==> config.mk <==
export PLATFORM = sky130hd
export DESIGN_NAME = ipts_ctrl
export DESIGN_NICKNAME = d
export VERILOG_FILES = /design/src/rtl/core/ipts_pkg.sv /design/src/rtl/core/ipts_ctrl.sv
export SDC_FILE = /design/constraint.sdc
export NUM_CORES = 1
export LEC_CHECK = 0
export BUFFER_PORTS_ARGS = -buffer_cell sky130_fd_sc_hd__buf_2
export CAP_MARGIN = 20
export CORE_ASPECT_RATIO = 1.4
export CORE_UTILIZATION = 49
export CTS_BUF_LIST = sky130_fd_sc_hd__clkbuf_4 sky130_fd_sc_hd__clkbuf_8 sky130_fd_sc_hd__clkbuf_16
export DETAILED_ROUTE_END_ITERATION = 7
export PLACE_DENSITY_LB_ADDON = 0.05
export SLEW_MARGIN = 15
export SYNTH_ARGS = -nofsm -noshare
export SYNTH_HDL_FRONTEND = slang
export SYNTH_SLANG_ARGS = --single-unit
export TNS_END_PERCENT = 1
==> constraint.sdc <==
create_clock -name clk -period 5.9 [get_ports clk]
set_input_delay 0 -clock clk [delete_from_list [all_inputs] [get_ports clk]]
set_output_delay 0 -clock clk [all_outputs]
set_load 0.01 [all_outputs]
==> src/rtl/core/ipts_pkg.sv <==
`timescale 1ns / 1ps
// ----------------------------------------------------------------------------
// ipts_pkg
// Types and codes of the inner product top-k search block.
// ----------------------------------------------------------------------------
package ipts_pkg;

    localparam logic [1:0] CMD_STORE = 2'd0;
    localparam logic [1:0] CMD_QUERY = 2'd1;
    localparam logic [1:0] CMD_CLEAR = 2'd2;

    localparam logic [1:0] ST_MATCH      = 2'd0;
    localparam logic [1:0] ST_NO_VECTORS = 2'd1;
    localparam logic [1:0] ST_STORED     = 2'd2;
    localparam logic [1:0] ST_FULL       = 2'd3;

    localparam logic       REG_LENGTH = 1'b0;
    localparam logic       REG_COUNT  = 1'b1;

    localparam int SCORE_W = 40;

    typedef struct packed {
        logic [1:0]         cmd;
        logic signed [15:0] element_value;
    } in_item_t;

    typedef struct packed {
        logic [9:0]                 vector_index;
        logic signed [SCORE_W-1:0]  match_score;
        logic [1:0]                 status;
        logic                       last_result;
    } out_item_t;

    typedef struct packed {
        logic take;
        logic rd_en;
        logic ins;
        logic emit;
    } ctrl_cmd_t;

    typedef struct packed {
        logic scan_start;
        logic emit_last;
    } dp_stat_t;

endpackage

==> src/rtl/core/ipts_ctrl.sv <==
`timescale 1ns / 1ps
// ----------------------------------------------------------------------------
// ipts_ctrl
// Sequencer for the scan: element reads, pipeline drain, insert, emit.
// ----------------------------------------------------------------------------
module ipts_ctrl #(
    parameter int IW   = 10,
    parameter int PW   = 8,
    parameter int LENW = 9,
    parameter int CNTW = 11,
    parameter int KIW  = 4
) (
    input  logic                  clk,
    input  logic                  rst_n,
    input  logic                  start,
    input  ipts_pkg::dp_stat_t    stat,
    input  logic [LENW-1:0]       eff_len,
    input  logic [CNTW-1:0]       n_vec,
    output ipts_pkg::ctrl_cmd_t   cmd,
    output logic [IW-1:0]         vec,
    output logic [PW-1:0]         elem,
    output logic [KIW-1:0]        emit_idx,
    output logic                  busy
);

    localparam logic [2:0] S_IDLE = 3'd0;
    localparam logic [2:0] S_RD   = 3'd1;
    localparam logic [2:0] S_DR1  = 3'd2;
    localparam logic [2:0] S_DR2  = 3'd3;
    localparam logic [2:0] S_INS  = 3'd4;
    localparam logic [2:0] S_EM   = 3'd5;

    logic [2:0]     state_reg, state_next;
    logic [IW-1:0]  vec_reg, vec_next;
    logic [PW-1:0]  elem_reg, elem_next;
    logic [KIW-1:0] em_reg, em_next;

    always_comb
    begin
        state_next = state_reg;
        vec_next   = vec_reg;
        elem_next  = elem_reg;
        em_next    = em_reg;
        cmd        = '0;
        cmd.take   = start && (state_reg == S_IDLE);
        unique case (state_reg)
            S_IDLE:
            begin
                if (stat.scan_start)
                begin
                    state_next = S_RD;
                    vec_next   = '0;
                    elem_next  = '0;
                end
            end
            S_RD:
            begin
                cmd.rd_en = 1'b1;
                if (LENW'(elem_reg) + LENW'(1) == eff_len)
                begin
                    elem_next  = '0;
                    state_next = S_DR1;
                end
                else
                begin
                    elem_next = elem_reg + PW'(1);
                end
            end
            S_DR1: state_next = S_DR2;
            S_DR2: state_next = S_INS;
            S_INS:
            begin
                cmd.ins = 1'b1;
                if (CNTW'(vec_reg) + CNTW'(1) == n_vec)
                begin
                    em_next    = '0;
                    state_next = S_EM;
                end
                else
                begin
                    vec_next   = vec_reg + IW'(1);
                    state_next = S_RD;
                end
            end
            S_EM:
            begin
                cmd.emit = 1'b1;
                if (stat.emit_last)
                    state_next = S_IDLE;
                else
                    em_next = em_reg + KIW'(1);
            end
            default: state_next = S_IDLE;
        endcase
    end

    always_ff @(posedge clk or negedge rst_n)
    begin
        if (!rst_n)
        begin
            state_reg <= S_IDLE;
            vec_reg   <= '0;
            elem_reg  <= '0;
            em_reg    <= '0;
        end
        else
        begin
            state_reg <= state_next;
            vec_reg   <= vec_next;
            elem_reg  <= elem_next;
            em_reg    <= em_next;
        end
    end

    assign vec      = vec_reg;
    assign elem     = elem_reg;
    assign emit_idx = em_reg;
    assign busy     = (state_reg != S_IDLE);

endmodule

### Word level (Yosys, flattened, before mapping)

Cells that the tools add are included.

* bits in registers: 25
* latch bits: 0
* memory bits (writable): 0
* memory bits (read-only): 0
* input port bits: 25
* output and inout bits: 27
* logic and storage cells: 49
* memories kept: 0

* add/subtract/negate cells: 5
* multiply operators: 0
* divide/modulo/power cells: 0
* $lt $le $gt $ge: 0
* eq/ne operators: 13
* shift-type cells: 0
* muxes and demuxes: 17
* bitwise gates (word level): 0
* reductions and logical operators: 10

Operators by type and width (number)
* 10-bit two-way mux: 2
* 10-bit case mux with 2 select lines: 1
* 3-bit case mux with 6 select lines: 1
* 8-bit two-way mux: 2
* 8-bit case mux with 2 select lines: 1
* 3-bit two-way mux: 4
* 2-bit inequality test (second input constant): 6
* 10-bit by 1-bit adder with 11-bit output (second input constant): 1
* 11-bit equality test: 1
* 10-bit by 1-bit adder with 10-bit output (second input constant): 1
* 8-bit by 1-bit adder with 9-bit output (second input constant): 1
* 9-bit equality test: 1
* 3-bit AND reduction: 3
* 8-bit by 1-bit adder with 8-bit output (second input constant): 1
* 4-bit two-way mux: 2
* 4-bit case mux with 2 select lines: 1
* 3-bit by 2-bit equality test with 1-bit output (second input constant): 2
* 3-bit equality test (second input constant): 2
* 2-bit nonzero test: 3
* 4-bit by 1-bit adder with 4-bit output (second input constant): 1
* 3-bit by 1-bit equality test with 1-bit output (second input constant): 1
* 3-bit zero test: 1
* 1-bit two-way mux: 3
* 3-bit nonzero test: 1
* other kinds (2): 2

### Depth between registers and ports, before layout

Gate-level depths: netlist (run 1).

* depth after elaboration: 4
* mapped depth: 8
* gate-level depth less buffers: 7

### Worst setup path after synthesis (run 1)

OpenSTA, ideal clock, no wires.

* path kind: reg2reg
* from: reg elem_reg[0], in the netlist elem[0]
* to: reg elem_reg[4], in the netlist elem[4]
* library setup time: 124 ps
* arrival time: 2136 ps
* required time: 5776 ps
* path slack: 3640 ps
* cell stages (with the launch flop): 8
* clock period less this slack: 2260 ps
* cells stage by stage: dfrtp_1 > ha_1 > and3_1 > nand3_1 > or3_1 > a211oi_2 > nor4_1 > a211o_1

* cells in the longest elaborated chain, start to end: 4
* elaborated cells on any way between the ends: 5
* those cells by class: add/sub (2); eq/ne (1); mux (2)

RTL lines
* from (decl): line ipts_ctrl.sv:35 `logic [PW-1:0] elem_reg, elem_next;`
* from (signal assigned): line ipts_ctrl.sv:110 `elem_reg <= elem_next;`
* 8-bit by 1-bit adder with 9-bit output: line ipts_ctrl.sv:59 `if (LENW'(elem_reg) + LENW'(1) == eff_len)`
* 9-bit equality test: line ipts_ctrl.sv:59
* 8-bit two-way mux *: line ipts_ctrl.sv:59
* 8-bit case mux with 2 select lines *: line ipts_ctrl.sv:46 `unique case (state_reg)`

Mark *: on every way between the ends. The rest lies on a longest branch, timed or not.
A chain may end at the register's enable or synchronous reset.

### Final worst setup path (run 1)

* from: reg state_reg[2]
* to: reg state_reg[2]

* cells in the longest elaborated chain, start to end: 3
* elaborated cells on any way between the ends: 11
* those cells by class: eq/ne (8); mux (1); reduce/logical (2)

RTL lines
* from (decl): line ipts_ctrl.sv:33 `logic [2:0] state_reg, state_next;`
* from (signal assigned): line ipts_ctrl.sv:108 `state_reg <= state_next;`
* 3-bit by 1-bit equality test with 1-bit output (tied with other cells): line ipts_ctrl.sv:46
* 2-bit inequality test (no source line)
* 3-bit AND reduction (no source line)

Several ways; a longest one is shown, not always the timed one.

==> results.sh, run 1 <==
export IMPL_status="finished clean"
export IMPL_dr_pass1_iters=4
export IMPL_cts_hold_buffers=1
export IMPL_maxSlewViolCount=0
export IMPL_remaining_drc_errors=0
export IMPL_routabilityCongestion=0.822
export IMPL_synth_largest_area_cell="dfrtp_1"
export IMPL_setup_ws_ns=2.93
export IMPL_ctsResizeCount=0
export IMPL_leakagePower_uw=0.000976
export IMPL_pin_count=52
export IMPL_required_ns=6.09
export IMPL_clock_path_buffers=2
export IMPL_port_buffers=51
export IMPL_initialDrtViolationCount=51
export IMPL_synth_seq_cells=25
export IMPL_critPathCaptureType="flop"
export IMPL_synth_top_area_frac=0.316
export IMPL_coreArea_um2=3880
export IMPL_die_area_um2=4300
export IMPL_cts_made_buffers=3
export IMPL_clk_insertion_delay_late_ns=0.27
export IMPL_peakVddDrop_mv=0.209
export IMPL_min_path_cells=4
export IMPL_die_y_um=77.2
export IMPL_syn_num_nets=260
export IMPL_rows=27
export IMPL_hp_class="primary input to flop"
export IMPL_cts_tree="done"
export IMPL_start_kind="flop"
export IMPL_dp_cells=313
export IMPL_synth_edf_count=0
export IMPL_worst_setup_path_type="flop to flop"
export IMPL_wl_um=4950
export IMPL_diodes=0
export IMPL_syn_inst=232
export IMPL_area_growth_pct=15.4
export IMPL_cts_sink_count=25
export IMPL_largest_reg_flops=10
export IMPL_synth_cell_type_count=50
export IMPL_min_delay_start="stat[0]"
export IMPL_fin_worst_skew_ns=0.0102
export IMPL_avgSynthCellArea_um2=8.53
export IMPL_setup_viol=0
export IMPL_yosys_top_cells_area="dfrtp_1 (32%), xnor2_1 (7.5%), nand2_1 (5.7%)"
export IMPL_hold_viol=0
export IMPL_layout_min_cycle_time_ns=2.97
export IMPL_min_period_over_period=0.503
export IMPL_crit_reg2reg_launch="state_reg[2]"
export IMPL_h_tree_depth=1
export IMPL_grt_overflow=0
export IMPL_setup_total_negative_slack_ns=0
export IMPL_ant_nets=0
export IMPL_power_density_nw_per_um2=424
export IMPL_ys_seq_area_frac=0.316
export IMPL_hold_path_end="emit_idx[0]"
export IMPL_finalNonFillerCells=318
export IMPL_viasPerCell=6.03
export IMPL_rsz0062_at_grt="no"
export IMPL_cts_root_buf="clkbuf_8"
export IMPL_wl_per_cell_um=15.6
export IMPL_nFillCells=388
export IMPL_grt_pass1_vias=1817
export IMPL_start_util=0.510
export IMPL_r2r_end="state_reg[2]"
export IMPL_yosys_warnings=0
export IMPL_worst_pin_slew_ns=0.938
export IMPL_vias=1919
export IMPL_post_dp_hpwl_um=3720
export IMPL_synthArstFlopShare=1.00
export IMPL_maxSlewHeadroom=0.370
export IMPL_maxCapViolCount=0
export IMPL_grt_pass1_wl_um=8420
export IMPL_clkTransAtPathRegs_ns=0.09
export IMPL_grt_total_usage=0.240
export IMPL_clock_fmax_ghz=0.337
export IMPL_antenna_found_initial=0
export IMPL_die_w_um=55.7
export IMPL_synth_main_ff_cell="dfrtp_1"
export IMPL_reg2reg_slack_ns=2.93
export IMPL_synth_area_um2=1980
export IMPL_worst_endpoint_arrival_ns=3.16
export IMPL_layout_drive_gt1_share=0.240
export IMPL_nets=304
export IMPL_dp_worst_setup_slack_ns=2.99
export IMPL_grt_start_max_net_pins=26
export IMPL_path_max_fanout=15
export IMPL_ff2ff_path_depth=6
export IMPL_postCtsSetupBuffers=0
==> how the worst max path moves through the flow <==
stage / startpoint / to / cells after the start
detailed placement: state_reg[2] / vec[5] / 6
floorplan: elem[0] / elem[4] / 7
CTS: state_reg[2] / state_reg[2] / 6
finish: state_reg[2] / state_reg[2] / 6
global placement: state_reg[2] / vec[1] / 6
global route: state_reg[2] / vec[0] / 6
==> layer usage <==
| layer | GRT usage | vias to the layer above | part of all wire |
|---|---|---|---|
| met5 | 0 | - | 0 |
| met4 | 0.0650 | 0 | 0.0099 |
| met3 | 0.0152 | 6 | 0.023 |
| met2 | 0.457 | 40 | 0.55 |
| met1 | 0.285 | 931 | 0.41 |
| li1 | - | 942 | - |
==> worst max-delay path: stages, from the launching register on <==
cell and delay (ns):
dfrtp_1 0.65, inv_1 0.22, or3_1 0.55, a2111oi_0 0.39, and4_1 0.55, and3_4 0.37
o21bai_1 0.14
==> power by group <==
part / total [µW] / internal (µW) / switching (µW) / leakage [µW]
combinational: 488 / 241 / 247 / 0.000633
sequential: 378 / 240 / 138 / 0.000318
clock: 103 / 47.3 / 55.8 / 0.0000255
==> per-stage QoR <==
| step | total power [µW] | hold WS (ns) | area (µm²) | utilization |
|---|---|---|---|---|
| finish | 969 | 0.0852 | 2280 | 0.588 |
| global route | 1050 | 0.132 | 2280 | 0.588 |
| CTS | 972 | 0.0847 | 2280 | 0.588 |
| detailed placement | 870 | 0.0346 | 2230 | 0.573 |
| global placement | 863 | 0.0340 | 2230 | 0.573 |
| floorplan | 713 | -0.296 | 1980 | - |
==> cell families after synthesis <==
| group | count (synthesis) | share of synthesized area |
|---|---|---|
| flops | 25 | 0.316 |
| simple gates | 97 | 0.260 |
| compound gates | 58 | 0.221 |
| buf+inv | 20 | 0.0461 |
| mux | 2 | 0.0101 |
| fa+ha+maj | 3 | 0.0190 |
| xor+xnor | 27 | 0.127 |
==> cell usage in the layout (no fill, tap or decap), types with 2 or more instances in the layout <==
cell,instances
nor2_1,7
nor3b_1,3
and2_1,3
o21ai_0,8
mux2i_1,2
or3_1,8
ha_1,3
o41ai_1,6
nand4_1,3
nand3_1,8
or2_2,4
nor2b_1,6
inv_1,6
nand2b_1,4
dfrtp_1,25
xnor2_1,17
o21ai_1,4
o31ai_1,4
a41oi_1,10
nand2_1,30
a21boi_0,9
a31oi_1,2
and3_1,2
xor2_1,9
nor4_1,4
clkbuf_8,3
a31o_2,2
buf_2,51
nor3_1,11
==> cells in the mapped netlist, types with 7 or more instances <==
library cell and count:
a21boi_0 9, a41oi_1 10, clkbuf_1 8, dfrtp_1 25, nand2_1 30, nand3_1 8, nor2_1 7, nor3_1 11
o21ai_0 8, or3_1 8, xnor2_1 17, xor2_1 9
==> final cells by class <==
cell class	count	area [µm²]	area share
Clock buffer	3	41.3	0.0181
Clock inverter	1	5.00	0.00219
Inverter	6	22.5	0.00986
Multi-Input combinational cell	187	1260	0.553
Sequential cell	25	626	0.274
Tap cell	43	53.8	0.0236
Timing Repair Buffer	53	273	0.119
(Power assumes the default switching activity.)
==> run 2, diff against run 1 <==
==> constraint.sdc (replaced) <==
create_clock -name clk -period 2.8 [get_ports clk]
set_input_delay 0 -clock clk [delete_from_list [all_inputs] [get_ports clk]]
set_output_delay 0 -clock clk [all_outputs]
set_load 0.01 [all_outputs]
==> run 2 against run 1 <==
Compared with the run above: combinational power increased by 120%; non-clock buffer count rose by 8; design area is 2.7% higher; clock skew shrank 0.0064 ns; largest cell class unchanged; largest power group unchanged.
==> results.sh, run 2 (synthesis gave the netlist of run 1 again) <==
export IMPL_status="finished clean"
export IMPL_layout_min_cycle_time_ns=2.53
export IMPL_worst_endpoint_arrival_ns=2.70
export IMPL_min_period_over_period=0.903
export IMPL_peakVddDrop_mv=0.584
export IMPL_clock_path_buffers=2
export IMPL_start_kind="flop"
export IMPL_diodes=0
export IMPL_pin_count=52
export IMPL_cts_sink_count=25
export IMPL_cpPeakStageDelay_ns=0.55
export IMPL_power_density_nw_per_um2=887
export IMPL_rsz0062_at_grt="no"
export IMPL_dr_pass1_iters=4
export IMPL_coreArea_um2=3880
export IMPL_maxCapViolCount=0
export IMPL_slowest_stage="a211oi_2"
export IMPL_setup_viol=0
export IMPL_placed_cell_area_um2=2290
export IMPL_hp_class="primary input to flop"
export IMPL_largest_reg_flops=10
export IMPL_area_growth_pct=18.5
export IMPL_power_uw=2080
export IMPL_critPathTopFamily="simple AND/OR/NAND/NOR gates"
export IMPL_die_area_um2=4300
export IMPL_ant_nets=0
export IMPL_die_y_um=77.2
export IMPL_rows=27
export IMPL_leakagePower_uw=0.00101
export IMPL_layout_common_cells="buf_2 (51), nand2_1 (30), dfrtp_1 (25)"
export IMPL_grt_start_max_net_pins=26
export IMPL_path_max_fanout=8
export IMPL_initialDrtViolationCount=59
export IMPL_cts_made_buffers=3
export IMPL_setup_total_negative_slack_ns=0
export IMPL_hold_viol=0
export IMPL_critPathCaptureType="flop"
export IMPL_final_common_cell="buf_2"
export IMPL_worstPathCellList="ha_1 > and3_1 > nand3_1 > or3_1 > a211oi_2 > nor4_1 > a211o_1"
export IMPL_wl_per_cell_um=15.0
export IMPL_start_util=0.510
export IMPL_port_buffers=51
export IMPL_antenna_found_initial=0
export IMPL_maxSlewHeadroom=0.584
export IMPL_fin_worst_skew_ns=0.00383
export IMPL_die_w_um=55.7
export IMPL_grt_total_usage=0.242
export IMPL_required_ns=2.97
export IMPL_worst_pin_slew_ns=0.618
export IMPL_remaining_drc_errors=0
export IMPL_clock_fmax_ghz=0.395
export IMPL_vias=1945
export IMPL_cp_num_buf_inv=0
export IMPL_wl_um=4890
export IMPL_cts_root_buf="clkbuf_8"
export IMPL_nets=312
export IMPL_maxSlewViolCount=0
export IMPL_routabilityCongestion=0.843
export IMPL_clk_insertion_delay_late_ns=0.27
export IMPL_grt_overflow=0
export IMPL_clkTransAtPathRegs_ns=0.09
export IMPL_grt_pass1_wl_um=8160
export IMPL_cts_tree="done"
export IMPL_layout_drive_gt1_share=0.261
export IMPL_worst_setup_path_type="flop to flop"
export IMPL_h_tree_depth=1
export IMPL_final_area_um2=2350
export IMPL_viasPerCell=5.97
export IMPL_post_dp_hpwl_um=3740
export IMPL_grt_pass1_vias=1757
-- run 2: cell count changes in the layout (fill, tap and decap cells not counted), sizes merged --
| cell | before | now |
|---|---|---|
| clkinv | 1 | 0 |
| buf | 52 | 60 |
| clkinvlp | 0 | 1 |
-- run 2: final timing paths --
check	startpoint	end	slack [ns]	cells past startpoint
setup reg to reg	elem[0]	elem[4]	0.27	7
setup / recovery	elem[0]	elem[4]	0.27	7
hold / removal	stat[0]	state_reg[0]	0.06	4
hold reg to reg	emit_idx[3]	emit_idx[3]	0.55	2
min in group asynchronous	rst_n	elem[6]	0.25	2
max in group asynchronous	rst_n	state_reg[1]	2.17	2
-- run 2: per-layer routing --
layer	share of wire	wire, µm	GRT usage	vias to the layer above
met5	0	0	0	-
li1	-	-	-	965
met4	0.015	73	0.0700	0
met1	0.39	1910	0.276	920
met2	0.56	2740	0.464	54
met3	0.034	167	0.0236	6
-- run 2: report_power, final --
part	internal (µW)	switching [µW]
combinational	535	553
sequential	505	262
clock	101	124
-- run 2: final cells by class --
type	instances	area, µm²
Fill cell	365	1540
Multi-Input combinational cell	187	1260
Sequential cell	25	626
Timing Repair Buffer	61	333
Tap cell	43	53.8
Clock buffer	3	41.3
Inverter	6	22.5
Clock inverter	1	7.51
-- run 2: worst register-to-register path, cell delays in order (launching register included) --
cell and delay (ns):
dfrtp_1 0.46, ha_1 0.30, and3_1 0.27, nand3_1 0.13
or3_1 0.35, a211oi_2 0.55, nor4_1 0.09, a211o_1 0.28
-- run 2: metrics by stage --
step	utilization	cells	hold slack, ns	setup WS (ns)
after floorplan	-	232	-0.296	0.540
after CTS	0.604	326	0.0684	0.229
after global placement	0.589	321	0.0357	0.258
final	0.604	326	0.0647	0.271
after detailed placement	0.589	321	0.0349	0.237
after global routing	0.604	326	0.0924	0.0260
-- run 2: repair_timing --
| action | in CTS | in global routing |
|---|---|---|
| buffers inserted | 0 | 0 |
| endpoints found under the hold margin | 25 | 0 |
| hold buffers | 1 | 0 |
| gates resized for setup | 0 | 0 |
| setup endpoints to repair | 0 | 0 |
